[src/hw/rtl/ile_pkg.sv]
// Package: shared constants, codes and result type of the indexed list engine
package ile_pkg;

	localparam int DEPTH_DEF    = 256;
	localparam int KEY_BITS_DEF = 32;

	localparam int OP_W     = 3;
	localparam int KEY_W    = 32;
	localparam int POS_W    = 9;
	localparam int STATUS_W = 2;

	localparam logic [OP_W-1:0] OP_INSERT = 3'd0;
	localparam logic [OP_W-1:0] OP_REMOVE = 3'd1;
	localparam logic [OP_W-1:0] OP_WRITE  = 3'd2;
	localparam logic [OP_W-1:0] OP_READ   = 3'd3;
	localparam logic [OP_W-1:0] OP_FIND   = 3'd4;
	localparam logic [OP_W-1:0] OP_SORT   = 3'd5;

	localparam logic [STATUS_W-1:0] ST_OK    = 2'd0;
	localparam logic [STATUS_W-1:0] ST_RANGE = 2'd1;
	localparam logic [STATUS_W-1:0] ST_FULL  = 2'd2;

	typedef struct packed {
		logic [KEY_W-1:0]    value;
		logic [POS_W-1:0]    where;
		logic                found;
		logic [STATUS_W-1:0] status;
		logic [POS_W-1:0]    count;
	} res_t;

endpackage

[src/hw/rtl/ile_ctrl.sv]
// Sequencer: runs each request as read-modify-write steps on the entry store
module ile_ctrl #(
	parameter int DEPTH = ile_pkg::DEPTH_DEF,
	parameter int KW    = ile_pkg::KEY_BITS_DEF,
	localparam int AW   = (DEPTH > 1) ? $clog2(DEPTH) : 1,
	localparam int LW   = $clog2(DEPTH + 1)
) (
	input  logic                        clk,
	input  logic                        arst_n,
	input  logic                        cmp_signed,
	input  logic                        in_valid,
	output logic                        in_ready,
	input  logic [ile_pkg::OP_W-1:0]    op,
	input  logic [ile_pkg::KEY_W-1:0]   key,
	input  logic [ile_pkg::POS_W-1:0]   position,
	output logic                        res_valid,
	input  logic                        res_ready,
	output ile_pkg::res_t               res,
	output logic                        mem_we,
	output logic [AW-1:0]               mem_waddr,
	output logic [KW-1:0]               mem_wdata,
	output logic [AW-1:0]               mem_raddr,
	input  logic [KW-1:0]               mem_rdata
);

	localparam int CW = (LW > ile_pkg::POS_W) ? LW : ile_pkg::POS_W;
	localparam int SW = LW + 1;

	localparam logic [3:0] S_IDLE   = 4'd0;
	localparam logic [3:0] S_SHU    = 4'd1;
	localparam logic [3:0] S_INSKEY = 4'd2;
	localparam logic [3:0] S_RMV    = 4'd3;
	localparam logic [3:0] S_SHD    = 4'd4;
	localparam logic [3:0] S_RDW    = 4'd5;
	localparam logic [3:0] S_FCHK   = 4'd6;
	localparam logic [3:0] S_FCMP   = 4'd7;
	localparam logic [3:0] S_SK     = 4'd8;
	localparam logic [3:0] S_SKW    = 4'd9;
	localparam logic [3:0] S_SJ     = 4'd10;
	localparam logic [3:0] S_SC     = 4'd11;
	localparam logic [3:0] S_DONE   = 4'd12;

	logic [3:0]    state_q, state_d;
	logic [LW-1:0] len_q, len_d;
	logic [AW-1:0] cur_q, cur_d;
	logic [AW-1:0] pos_q, pos_d;
	logic [LW-1:0] lo_q, lo_d, hip_q, hip_d;
	logic [AW-1:0] mid_q, mid_d;
	logic [AW-1:0] i_q, i_d, j_q, j_d;
	logic [KW-1:0] key_q, key_d;
	ile_pkg::res_t res_q, res_d;

	logic [63:0]   key_wide, rd_wide;
	logic [KW-1:0] key_k, sgn, rd_x, key_x;
	logic          rd_lt_key, key_lt_rd;
	logic [CW-1:0] pos_c, len_c;
	logic [SW-1:0] mid_sum;
	logic [LW-1:0] i_next;

	assign key_wide  = {32'b0, key};
	assign key_k     = key_wide[KW-1:0];
	assign rd_wide   = 64'(mem_rdata);
	assign sgn       = {cmp_signed, {(KW-1){1'b0}}};
	assign rd_x      = mem_rdata ^ sgn;
	assign key_x     = key_q ^ sgn;
	assign rd_lt_key = rd_x < key_x;
	assign key_lt_rd = key_x < rd_x;
	assign pos_c     = CW'(position);
	assign len_c     = CW'(len_q);
	assign mid_sum   = (SW'(lo_q) + SW'(hip_q) - SW'(1)) >> 1;
	assign i_next    = LW'(i_q) + LW'(1);

	assign in_ready  = (state_q == S_IDLE);
	assign res_valid = (state_q == S_DONE);

	// count follows the settled length, which is final once in the done state
	always_comb begin
		res       = res_q;
		res.count = ile_pkg::POS_W'(len_q);
	end

	always_comb begin
		state_d   = state_q;
		len_d     = len_q;
		cur_d     = cur_q;
		pos_d     = pos_q;
		lo_d      = lo_q;
		hip_d     = hip_q;
		mid_d     = mid_q;
		i_d       = i_q;
		j_d       = j_q;
		key_d     = key_q;
		res_d     = res_q;
		mem_we    = 1'b0;
		mem_waddr = cur_q;
		mem_wdata = key_q;
		mem_raddr = cur_q;
		unique case (state_q)
			S_IDLE: begin
				if (in_valid) begin
					res_d   = '0;
					key_d   = key_k;
					pos_d   = AW'(position);
					state_d = S_DONE;
					unique case (op)
						ile_pkg::OP_INSERT: begin
							if (pos_c > len_c) begin
								res_d.status = ile_pkg::ST_RANGE;
							end else if (len_q == LW'(DEPTH)) begin
								res_d.status = ile_pkg::ST_FULL;
							end else if (pos_c == len_c) begin
								mem_we    = 1'b1;
								mem_waddr = AW'(position);
								mem_wdata = key_k;
								len_d     = len_q + LW'(1);
							end else begin
								mem_raddr = AW'(len_q - LW'(1));
								cur_d     = AW'(len_q - LW'(1));
								state_d   = S_SHU;
							end
						end
						ile_pkg::OP_REMOVE: begin
							if (pos_c >= len_c) begin
								res_d.status = ile_pkg::ST_RANGE;
							end else begin
								mem_raddr = AW'(position);
								state_d   = S_RMV;
							end
						end
						ile_pkg::OP_WRITE: begin
							if (pos_c >= len_c) begin
								res_d.status = ile_pkg::ST_RANGE;
							end else begin
								mem_we    = 1'b1;
								mem_waddr = AW'(position);
								mem_wdata = key_k;
							end
						end
						ile_pkg::OP_READ: begin
							if (pos_c >= len_c) begin
								res_d.status = ile_pkg::ST_RANGE;
							end else begin
								mem_raddr = AW'(position);
								state_d   = S_RDW;
							end
						end
						ile_pkg::OP_FIND: begin
							lo_d    = '0;
							hip_d   = len_q;
							state_d = S_FCHK;
						end
						ile_pkg::OP_SORT: begin
							if (len_q > LW'(1)) begin
								i_d     = AW'(1);
								state_d = S_SK;
							end
						end
						default: ;
					endcase
				end
			end
			S_SHU: begin
				// entry cur moves up one place
				mem_we    = 1'b1;
				mem_waddr = cur_q + AW'(1);
				mem_wdata = mem_rdata;
				if (cur_q == pos_q) begin
					state_d = S_INSKEY;
				end else begin
					mem_raddr = cur_q - AW'(1);
					cur_d     = cur_q - AW'(1);
				end
			end
			S_INSKEY: begin
				mem_we    = 1'b1;
				mem_waddr = pos_q;
				mem_wdata = key_q;
				len_d     = len_q + LW'(1);
				state_d   = S_DONE;
			end
			S_RMV: begin
				res_d.value = rd_wide[31:0];
				if (LW'(pos_q) + LW'(1) >= len_q) begin
					len_d   = len_q - LW'(1);
					state_d = S_DONE;
				end else begin
					mem_raddr = pos_q + AW'(1);
					cur_d     = pos_q + AW'(1);
					state_d   = S_SHD;
				end
			end
			S_SHD: begin
				// entry cur moves down one place
				mem_we    = 1'b1;
				mem_waddr = cur_q - AW'(1);
				mem_wdata = mem_rdata;
				if (LW'(cur_q) + LW'(1) == len_q) begin
					len_d   = len_q - LW'(1);
					state_d = S_DONE;
				end else begin
					mem_raddr = cur_q + AW'(1);
					cur_d     = cur_q + AW'(1);
				end
			end
			S_RDW: begin
				res_d.value = rd_wide[31:0];
				state_d     = S_DONE;
			end
			S_FCHK: begin
				if (lo_q < hip_q) begin
					mem_raddr = AW'(mid_sum);
					mid_d     = AW'(mid_sum);
					state_d   = S_FCMP;
				end else begin
					res_d.where = ile_pkg::POS_W'(hip_q);
					state_d     = S_DONE;
				end
			end
			S_FCMP: begin
				if (!rd_lt_key && !key_lt_rd) begin
					res_d.value = rd_wide[31:0];
					res_d.where = ile_pkg::POS_W'(mid_q);
					res_d.found = 1'b1;
					state_d     = S_DONE;
				end else begin
					if (rd_lt_key) begin
						lo_d = LW'(mid_q) + LW'(1);
					end else begin
						hip_d = LW'(mid_q);
					end
					state_d = S_FCHK;
				end
			end
			S_SK: begin
				mem_raddr = i_q;
				state_d   = S_SKW;
			end
			S_SKW: begin
				key_d   = mem_rdata;
				j_d     = i_q;
				state_d = S_SJ;
			end
			S_SJ: begin
				if (j_q == '0) begin
					mem_we    = 1'b1;
					mem_waddr = j_q;
					mem_wdata = key_q;
					i_d       = AW'(i_next);
					state_d   = (i_next < len_q) ? S_SK : S_DONE;
				end else begin
					mem_raddr = j_q - AW'(1);
					state_d   = S_SC;
				end
			end
			S_SC: begin
				mem_we    = 1'b1;
				mem_waddr = j_q;
				if (key_lt_rd) begin
					mem_wdata = mem_rdata;
					j_d       = j_q - AW'(1);
					state_d   = S_SJ;
				end else begin
					mem_wdata = key_q;
					i_d       = AW'(i_next);
					state_d   = (i_next < len_q) ? S_SK : S_DONE;
				end
			end
			S_DONE: begin
				if (res_ready) begin
					state_d = S_IDLE;
				end
			end
			default: state_d = S_IDLE;
		endcase
	end

	always_ff @(posedge clk or negedge arst_n) begin
		if (!arst_n) begin
			state_q <= S_IDLE;
			len_q   <= '0;
		end else begin
			state_q <= state_d;
			len_q   <= len_d;
		end
	end

	always_ff @(posedge clk) begin
		cur_q <= cur_d;
		pos_q <= pos_d;
		lo_q  <= lo_d;
		hip_q <= hip_d;
		mid_q <= mid_d;
		i_q   <= i_d;
		j_q   <= j_d;
		key_q <= key_d;
		res_q <= res_d;
	end

endmodule

[config.mk]
export PLATFORM = sky130hd
export DESIGN_NAME = ile_ctrl
export DESIGN_NICKNAME = d
export VERILOG_FILES = /design/src/hw/rtl/ile_pkg.sv /design/src/hw/rtl/ile_ctrl.sv
export SDC_FILE = /design/constraint.sdc
export NUM_CORES = 1
export LEC_CHECK = 0
export ABC_AREA = 0
export BUFFER_PORTS_ARGS = -buffer_cell sky130_fd_sc_hd__buf_2
export CORE_AREA = 8 8 147 149
export DETAILED_ROUTE_END_ITERATION = 6
export DIE_AREA = 0 0 155 157
export PLACE_DENSITY = 0.85
export SETUP_SLACK_MARGIN = 0.02
export SLEW_MARGIN = 10
export SYNTH_ARGS = -nofsm -noshare
export SYNTH_HDL_FRONTEND = slang
export SYNTH_SLANG_ARGS = --single-unit
[constraint.sdc]
create_clock -name clk -period 9.2 [get_ports clk]
set_input_delay 0.92 -clock clk [delete_from_list [all_inputs] [get_ports clk]]
set_output_delay 0.92 -clock clk [all_outputs]
set_load 0.02 [all_outputs]
# Word level (Yosys, flattened, before mapping)
# Index checks and enable logic that the tools add are counted.
[word_totals]
ff_bits = 147
inputBits = 81
elab_cells = 204
[classes]
n_eq_ne = 41
n_lt_le_gt_ge = 8
bitwise_logic = 2
n_reduce_logical = 33
muxes = 94
n_addsub = 12
[op_table]
columns = ["operator", "count"]
rows = [
  ["32-bit two-way mux", 7],
  ["32-bit one-hot mux with 3 select lines", 2],
  ["8-bit two-way mux", 23],
  ["9-bit two-way mux", 16],
  ["32-bit one-hot mux with 2 select lines", 2],
  ["32-bit less-than comparator", 2],
  ["32-bit XOR", 2],
  ["8-bit one-hot mux with 7 select lines", 1],
  ["53-bit two-way mux", 1],
  ["4-bit two-way mux", 12],
  ["4-bit one-hot mux with 12 select lines", 1],
  ["8-bit one-hot mux with 2 select lines", 3],
  ["8-bit one-hot mux with 6 select lines", 1],
  ["42-bit two-way mux", 1],
  ["8-bit by 1-bit adder with 9-bit output, second input constant", 4],
  ["9-bit one-hot mux with 2 select lines", 2],
  ["9-bit one-hot mux with 4 select lines", 1],
  ["8-bit one-hot mux with 4 select lines", 1],
  ["2-bit != test, second input constant", 14],
  ["9-bit one-hot mux with 3 select lines", 1],
  ["8-bit one-hot mux with 3 select lines", 1],
  ["4-bit == test, second input constant", 5],
  ["4-bit one-hot mux with 5 select lines", 1],
  ["9-bit == test", 2],
  ["41 further kinds", 84],
]

# Logic depth before layout (Yosys ltp)
# Gate-level depths: netlist of run 1.
[logic_depth]
word_depth = 7
mapped_depth = 14
mapped_depth_nobuf = 12

# Worst setup path before layout of run 1
# No wires, ideal clock.
[synth_path]
kind = "input -> register"
from = "in mem_rdata[13]"
to = "reg res_q (netlist bit res[21]), enable pin"
setup_slack_ps = 3913
t_arrival_ps = 4807
n_path_buf = 0
required_ps = 8720
stages = 8
path_cell_list = "inv_1 ha_1 nand4_1 or3_1 o221ai_1 a21oi_1 nand2b_1 a311oi_1"
[synth_via]
elab_chain_cells = 6
elab_cells_between_ends = 8
[synth_lines]
columns = ["element", "line", "rtl"]
rows = [
  ["from (decl)", "ile_ctrl.sv:23", "input logic [KW-1:0] mem_rdata"],
  ["32-bit XOR (*)", "ile_ctrl.sv:64", "assign rd_x = mem_rdata ^ sgn;"],
  ["32-bit less-than comparator, on equally long branches", "ile_ctrl.sv:66, ile_ctrl.sv:67", ""],
  ["1-bit zero test", "ile_ctrl.sv:220", "if (!rd_lt_key && !key_lt_rd) begin"],
  ["1-bit logical AND (*)", "ile_ctrl.sv:220", ""],
  ["2-bit != test (no line) (*)", "-", ""],
  ["3-bit AND reduction (no line) (*)", "-", ""],
  ["to (signal assigned)", "ile_ctrl.sv:296", "res_q <= res_d;"],
  ["to (decl)", "ile_ctrl.sv:51", "ile_pkg::res_t res_q, res_d;"],
]
# Mark *: on every way between the ends. The rest lies on a longest branch, timed or not.
# A chain may end at the register's enable or synchronous reset.

# Worst setup path in the final report of run 1
[layout_path]
from = "reg len_q[5] (netlist: len_c[5])"
to = "out mem_raddr[2]"
[layout_via]
elab_chain_cells = 7
elab_cells_between_ends = 15
[layout_lines]
columns = ["element", "line", "rtl"]
rows = [
  ["from (decl)", "ile_ctrl.sv:44", "logic [LW-1:0] len_q, len_d;"],
  ["from (signal assigned)", "ile_ctrl.sv:283", "len_q <= len_d;"],
  ["branches (longest 6 deep; another with 9-bit >= comparator)", "-", ""],
  ["8-bit one-hot mux with 7 select lines (*)", "ile_ctrl.sv:98", "unique case (state_q)"],
  ["to (decl)", "ile_ctrl.sv:22", "output logic [AW-1:0] mem_raddr,"],
]
# Every way passes the cells marked *.

==> impl_results.md, run 1 <==
- Worst slew pin tran: between 1000 and 1500 ps
- Crit Path Category: reg2out
- Status: complete, but fails checks
- Max Cap Viol: 0
- Post-synth top area share: 0.337
- Setup bufs post-CTS: 0
- Syn. warnings: 0
- Starting density of the core: 0.622
- Final core occ: 0.707
- Final Max Slew Viols: 0
- Asr flop ratio synth: 0.0884
- Clock Skews: around 11 ps
- Final Non-Filler Cells: 1731
- Peak supply drop: approximately 0.00019 V
- Synthesized area: between 10000 and 15000 µm²
- Synth top area cells: edfxtp_1, ha_1, mux2_2
- Post-Syn Instances: 1319
- Worst Hold Class: in2async
- Pre-antenna DRT Iters: 7
- Layout Nets: 1624
- Root Buffer: clkbuf_16
- Via count: roughly 12000
- Critical path launch point type: flip-flop
- Relative slew slack: 0.197
- Clock Pin Slew Worst Setup and Hold Paths: 70 ps
- Clock Latency Late Sink: ~440 ps
- Antenna violations before repair: 1
- Fin crit period: 5410 ps
- Core area: 19200 µm²
- GR Util All Layers: 0.346
- Per-cell routed wire length: between 20 and 25 µm
- Post-synth top cells: edfxtp_1, nor2_1, inv_1
- R2R cell count: 5
- Sequential area share after synthesis: 0.364
- WHS: 399 ps
- Main flop type after synthesis: edfxtp_1
- Residual DRC count: 4
- FF-to-FF Start: state_q[2]$_DFFE_PN0P_
- Mean Syn Cell Area: 9.06 µm²
- FILL cells: 1468
- Cell taking the most area after synthesis: edfxtp_1
- I/O Buffers: 184
- Cts repair resizes: 0
- Period utilization: 0.588
- Worst Setup SP: len_c[5]$_DFFE_PN0P_
- Req. time, crit path: 8280 ps
- CTS Buf Count: 17
- Leakage power: 5.71 nW
- Drt initial violations: ~1500
- Htree depth: 4
- Hold Buf Count CTS: 0
- Number of global-route vias before repair: 11600
- Largest net degree at the start of global routing: 57
- I/O Pins: 185
- CTS tree: yes
- Area Overhead vs Synth: 13.6%
- Violated checks: DRC
- Pwr/cell area: roughly 340 nW/µm²
- Routability Congestion: 1.01
- WL final: 41900 µm
- Crit-path max FO: 15
- Final hold violation count: 0
- Data arrival time of the worst path: 4490 ps
- Count leader, synth: edfxtp_1
- Share of layout cells above drive strength 1: 0.204
- First-pass GRT wire length: 65200 µm
- Die footprint: approximately 24000 µm²
- Clk buf depth: 2
- FF/Latch Area: about 4400 µm²
- Number of flops mapped to enable cells by yosys: ~130
- RSZ-0062 raised after global routing: no
- GRT Residual Overflow: 0
- Vias per inst: 6.76
- Fmax achieved: ~0.18 GHz
- Setup Viol. Count Final: 0
- Cell total after placement: 1698
- Die height: 157 µm
- Routed Antenna Nets: 0
- Worst Setup End Kind: primary output
- DP Wirelength: around 31000 µm
- Multi-input logic area: 6920 µm²
- Flops & latches, synth: approximately 150
- Setup TNS: 0 ps
- Synth unique cells: 80
- Syn Nets: 1491
- DIE WIDTH: 155 µm
- Clock Sinks: 147
- # rows: 51
==> sequential cells by signal, summed over array words and instances (netlist names), 8 cells and up <==
signal and count:
cur_q 8, res 44, hip_q 9, mid_q 8, lo_q 9, key_q 32
pos_q 8, len_c 9, i_q 8, j_q 8
==> logic make-up after synthesis <==
group           Yosys count  synth area share
buf+inv                 180            0.0612
simple gates            433             0.183
xor+xnor                 61            0.0447
fa+ha+maj                91            0.0959
mux                      47            0.0433
flops                   147             0.364
compound gates          360             0.208
==> layout make-up <==
class | instances | share of cell area
clock buffers | 18 | 0.0316
inverters | 94 | 0.0260
well taps | 265 | 0.0244
diodes | 1 | 0.000184
clock inverters | 14 | 0.0111
repair buffers | 200 | 0.0767
flip-flops and latches | 147 | 0.320
multi-input cells | 992 | 0.510
==> path summary, 6_finish.rpt <==
kind,to,slack (ps)
min reg2reg,res[20]$_DFFE_PP_,580
min in group clk,res[20]$_DFFE_PP_,580
max in group asynchronous,state_q[3]$_DFFE_PN0P_,8500
max reg2reg,res[12]$_DFFE_PP_,4860
min,len_c[3]$_DFFE_PN0P_,400
max,mem_raddr[2],3790
==> critical path, stage by stage, from the launching register on <==
cell,delay (ps)
dfrtp_1,570
inv_1,370
ha_1,410
nand4_1,160
a211oi_1,100
a211o_1,400
nor2_1,860
nand2_1,180
a41o_1,300
a2111oi_0,380
a21oi_1,120
buf_2,200
==> routing by layer <==
metal,track usage,vias up,share of wire
met3,0.0765,140,0.12
met4,0.174,2,0.047
met2,0.547,875,0.45
li1,-,5215,-
met5,0,-,0.00024
met1,0.440,5470,0.38
==> power by group <==
part	switching [W]	internal, W	leakage, nW
clock	0.000305	0.000382	0.289
sequential	0.000221	0.000978	1.40
combinational	0.00181	0.000903	4.02
total	0.00234	0.00226	5.71
==> layout by cell type (no fill, tap or decap), types with 7 or more instances in the layout <==
master,count
buf_2,184
edfxtp_1,134
nor2_1,103
inv_1,93
ha_1,90
nand2_1,81
a21oi_1,79
o21ai_0,72
nand3_1,65
xnor2_1,43
nor4_1,40
mux2_2,37
a221o_1,35
nor3_1,29
a21o_1,26
xor2_1,18
and3_1,17
a211oi_1,17
a31oi_1,17
clkbuf_16,17
nor2b_1,16
buf_4,16
nand2b_1,15
nand4_1,15
dfrtp_1,12
mux2i_1,10
or3_1,9
and2_1,9
o21a_1,9
o2111ai_1,8
o211ai_1,8
a221oi_1,8
a22oi_1,8
o21bai_1,7
or2_2,7
o22ai_1,7
==> per-stage QoR <==
step	setup slack (ps)	area, µm²	total power, W
after floorplan	3910	11900	0.00297
after global placement	4300	13000	0.00378
after detailed placement	4270	13000	0.00382
after CTS	3900	13600	0.00452
after global routing	3460	13600	0.00483
final	3790	13600	0.00460
Note: power is estimated with default switching activity, not from simulation.
==> run 2: changes to the inputs <==
--- a/config.mk
+++ b/config.mk
@@ -7,10 +7,10 @@
 export LEC_CHECK = 0
 export ABC_AREA = 0
 export BUFFER_PORTS_ARGS = -buffer_cell sky130_fd_sc_hd__buf_2
-export CORE_AREA = 8 8 147 149
+export CORE_AREA = 8 8 152 154
 export DETAILED_ROUTE_END_ITERATION = 6
-export DIE_AREA = 0 0 155 157
-export PLACE_DENSITY = 0.85
+export DIE_AREA = 0 0 160 162
+export PLACE_DENSITY = 0.8
 export SETUP_SLACK_MARGIN = 0.02
 export SLEW_MARGIN = 10
 export SYNTH_ARGS = -nofsm -noshare
==> constraint.sdc (replaced) <==
create_clock -name clk -period 5 [get_ports clk]
set_input_delay 0.5 -clock clk [delete_from_list [all_inputs] [get_ports clk]]
set_output_delay 0.5 -clock clk [all_outputs]
set_load 0.02 [all_outputs]
==> impl_results.md, run 2 (synthesized netlist as in run 1, its figures left out) <==
- Worst Hold Class: in2reg (was in2async)
- Crit Path Category: reg2out (unchanged)
- Clock Latency Late Sink: 440 ps (about the same)
- Status: finished, final reports clean (was complete, but fails checks)
- Die height: 162 µm (was 157 µm)
- Fin crit period: 4600 ps
- CTS tree: yes (unchanged)
- Clk buf depth: 2 (unchanged)
- Total design power: 0.00863 W (was 0.00460 W)
- Pre-antenna DRT Iters: 6 (was 7)
- Antenna cells: 0 (was 1)
- Layout Nets: 1643 (was 1624)
- Leakage power: 5.81 nW (was 5.71 nW)
- Commonest non-fill, non-tap cells in the layout: buf_2, edfxtp_1, nor2_1 (unchanged)
- Via count: 11700 (about the same)
- Worst path slowest cell: a2111oi_1 (was nor2_1)
- Clock power frac: 0.158 (was 0.149)
- Crit path depth: 10 (was 11)
- CP peak stage delay: 690 ps (was 860 ps)
- Hold path cells: 1
- Residual DRC count: 0 (was 4)
- I/O Pins: 185 (unchanged)
- Fmax achieved: 0.218 GHz
- CTS Buf Count: 17 (unchanged)
- Routability Congestion: 1.06 (was 1.01)
- Sequential Power Share: 0.254 (was 0.261)
- Max Cap Viol: 0 (unchanged)
- Cts repair resizes: 0 (unchanged)
- Worst Setup End Kind: primary output (unchanged)
- Largest net degree at the start of global routing: 44 (was 57)
- Final Max Slew Viols: 0 (unchanged)
- Critical path launch point type: flip-flop (unchanged)
- Hold Buf Count CTS: 1 (was 0)
- Peak supply drop: 0.000328 V (was 0.000187 V)
- Relative slew slack: 0.153 (was 0.197)
- P_sw: 0.00437 W (was 0.00234 W)
- Vias per inst: 6.62 (was 6.76)
- Htree depth: 4 (unchanged)
- GR Util All Layers: 0.312 (was 0.346)
- DIE WIDTH: 160 µm (was 155 µm)
- R2R cell count: 7 (was 5)
- Final hold violation count: 0 (unchanged)
- Root Buffer: clkbuf_16 (unchanged)
- Logic pwr share: 0.587 (was 0.590)
- Clock Pin Slew Worst Setup and Hold Paths: 70 ps (about the same)
- Most common cell after layout, fill and taps aside: buf_2 (unchanged)
- Number of global-route vias before repair: 11300 (was 11600)
- Pwr/cell area: 627 nW/µm² (was 339 nW/µm²)
- WL final: 41700 µm (was 41900 µm)
- CP delay by family, top: compound AO/OA/AOI/OAI gates (unchanged)
- Setup bufs post-CTS: 0 (unchanged)
- # rows: 53 (was 51)
- FILL cells: 1723 (was 1468)
- Period utilization: 0.919
- Antenna violations before repair: 0 (was 1)
- FF/Latch Area: 4350 µm² (unchanged)
- Starting density of the core: 0.577 (was 0.622)
- Per-cell routed wire length: 23.7 µm (was 24.2 µm)
- GRT Residual Overflow: 0 (unchanged)
- P_int: 0.00426 W (was 0.00226 W)
- Routed Antenna Nets: 0 (unchanged)
- Die footprint: 25900 µm² (was 24300 µm²)
- Data arrival time of the worst path: 4100 ps (was 4490 ps)
- DP Wirelength: 31100 µm (was 31200 µm)
- Max reg flops: 44 (unchanged)
- Setup Viol. Count Final: 0 (unchanged)
- Req. time, crit path: 4500 ps (was 8280 ps)
- Critical-path cell list: inv_1 > ha_1 > a21oi_1 > o21ai_1 > a2111oi_1 > o21ai_2 > a211oi_2 > a31oi_1 > a211o_1 > buf_2 (was inv_1 > ha_1 > nand4_1 > a211oi_1 > a211o_1 > nor2_1 > nand2_1 > a41o_1 > a2111oi_0 > a21oi_1 > buf_2)
- Worst slew pin tran: 1270 ps (was 1200 ps)
- Area Overhead vs Synth: 15.2% (was 13.6%)
- Share of layout cells above drive strength 1: 0.214 (was 0.204)
- Crit-path max FO: 11 (was 15)
- Clock Skews: 13.6 ps (was 11.2 ps)
- First-pass GRT wire length: 63900 µm (was 65200 µm)
- WHS: 331 ps (was 399 ps)
- Setup TNS: 0 ps (unchanged)
- Clock Sinks: 147 (unchanged)
- Drt initial violations: 1224 (was 1463)
- Switch share: 0.506 (was 0.508)
- RSZ-0062 raised after global routing: no (unchanged)
- Core area: 20700 µm² (was 19200 µm²)
- Multi-input logic area: 6920 µm² (unchanged)
- I/O Buffers: 184 (unchanged)
- Buf/Inv on CP: 2 (unchanged)
==> run 2: cell count changes in the layout (fill, tap and decap cells not counted), sizes merged <==
cell,delta
clkinv,-5
clkinvlp,+2
dlygate4sd3,+1
diode,-1
clkbuf,-1
inv,+3
buf,+18
bufinv,+1
==> run 2: per-stage QoR <==
stage / cell area [µm²] / cells / worst slack [ps] / util
after global routing: 13800 / 1759 / 99.6 / 0.665
after detailed placement: 13100 / 1726 / 972 / 0.635
after floorplan: 11900 / 1319 / 133 / -
after global placement: 13100 / 1726 / 980 / 0.635
after CTS: 13800 / 1759 / 497 / 0.665
final: 13800 / 1759 / 405 / 0.665
==> run 2: final timing paths <==
kind / startpoint / to / slack [ps]
max in group asynchronous: arst_n / state_q[3]$_DFFE_PN0P_ / 4180
min: position[1] / pos_q[1]$_DFFE_PP_ / 330
max reg2reg: state_q[1]$_DFFE_PN0P_ / hip_q[7]$_DFFE_PP_ / 1040
min in group asynchronous: arst_n / len_c[4]$_DFFE_PN0P_ / 510
min reg2reg: hip_q[8]$_SDFFCE_PP0P_ / res[20]$_DFFE_PP_ / 580
max: len_c[2]$_DFFE_PN0P_ / mem_waddr[2] / 400
==> run 2: per-layer routing <==
metal	global-route usage	wire, µm
met5	0	0
met4	0.158	2260
met3	0.0785	4960
met2	0.479	18200
met1	0.402	16200
==> run 2: layout make-up <==
| cell class | instances | area share |
|---|---|---|
| clock inverter | 15 | 0.0136 |
| sequential | 147 | 0.316 |
| multi-input combinational | 992 | 0.503 |
| timing repair buffer | 219 | 0.0862 |
| clock buffer | 17 | 0.0309 |
| inverter | 94 | 0.0256 |
| tap | 275 | 0.0250 |
==> run 2: worst reg2reg max path: stages, from the launching register on <==
cell	delay, ps
dfrtp_1	960
nor2_1	180
nand2_1	500
clkinv_1	620
nand2_1	380
inv_1	320
nand4_1	250
nand2_1	370
==> run 2: power by group through the flow <==
stage	Combinational, W	Sequential [W]	Clock (W)
global route	0.00538	0.00222	0.00141
detailed placement	0.00490	0.00219	0
floorplan	0.00332	0.00215	0
CTS	0.00495	0.00217	0.00137
global placement	0.00488	0.00219	0
finish	0.00507	0.00220	0.00137
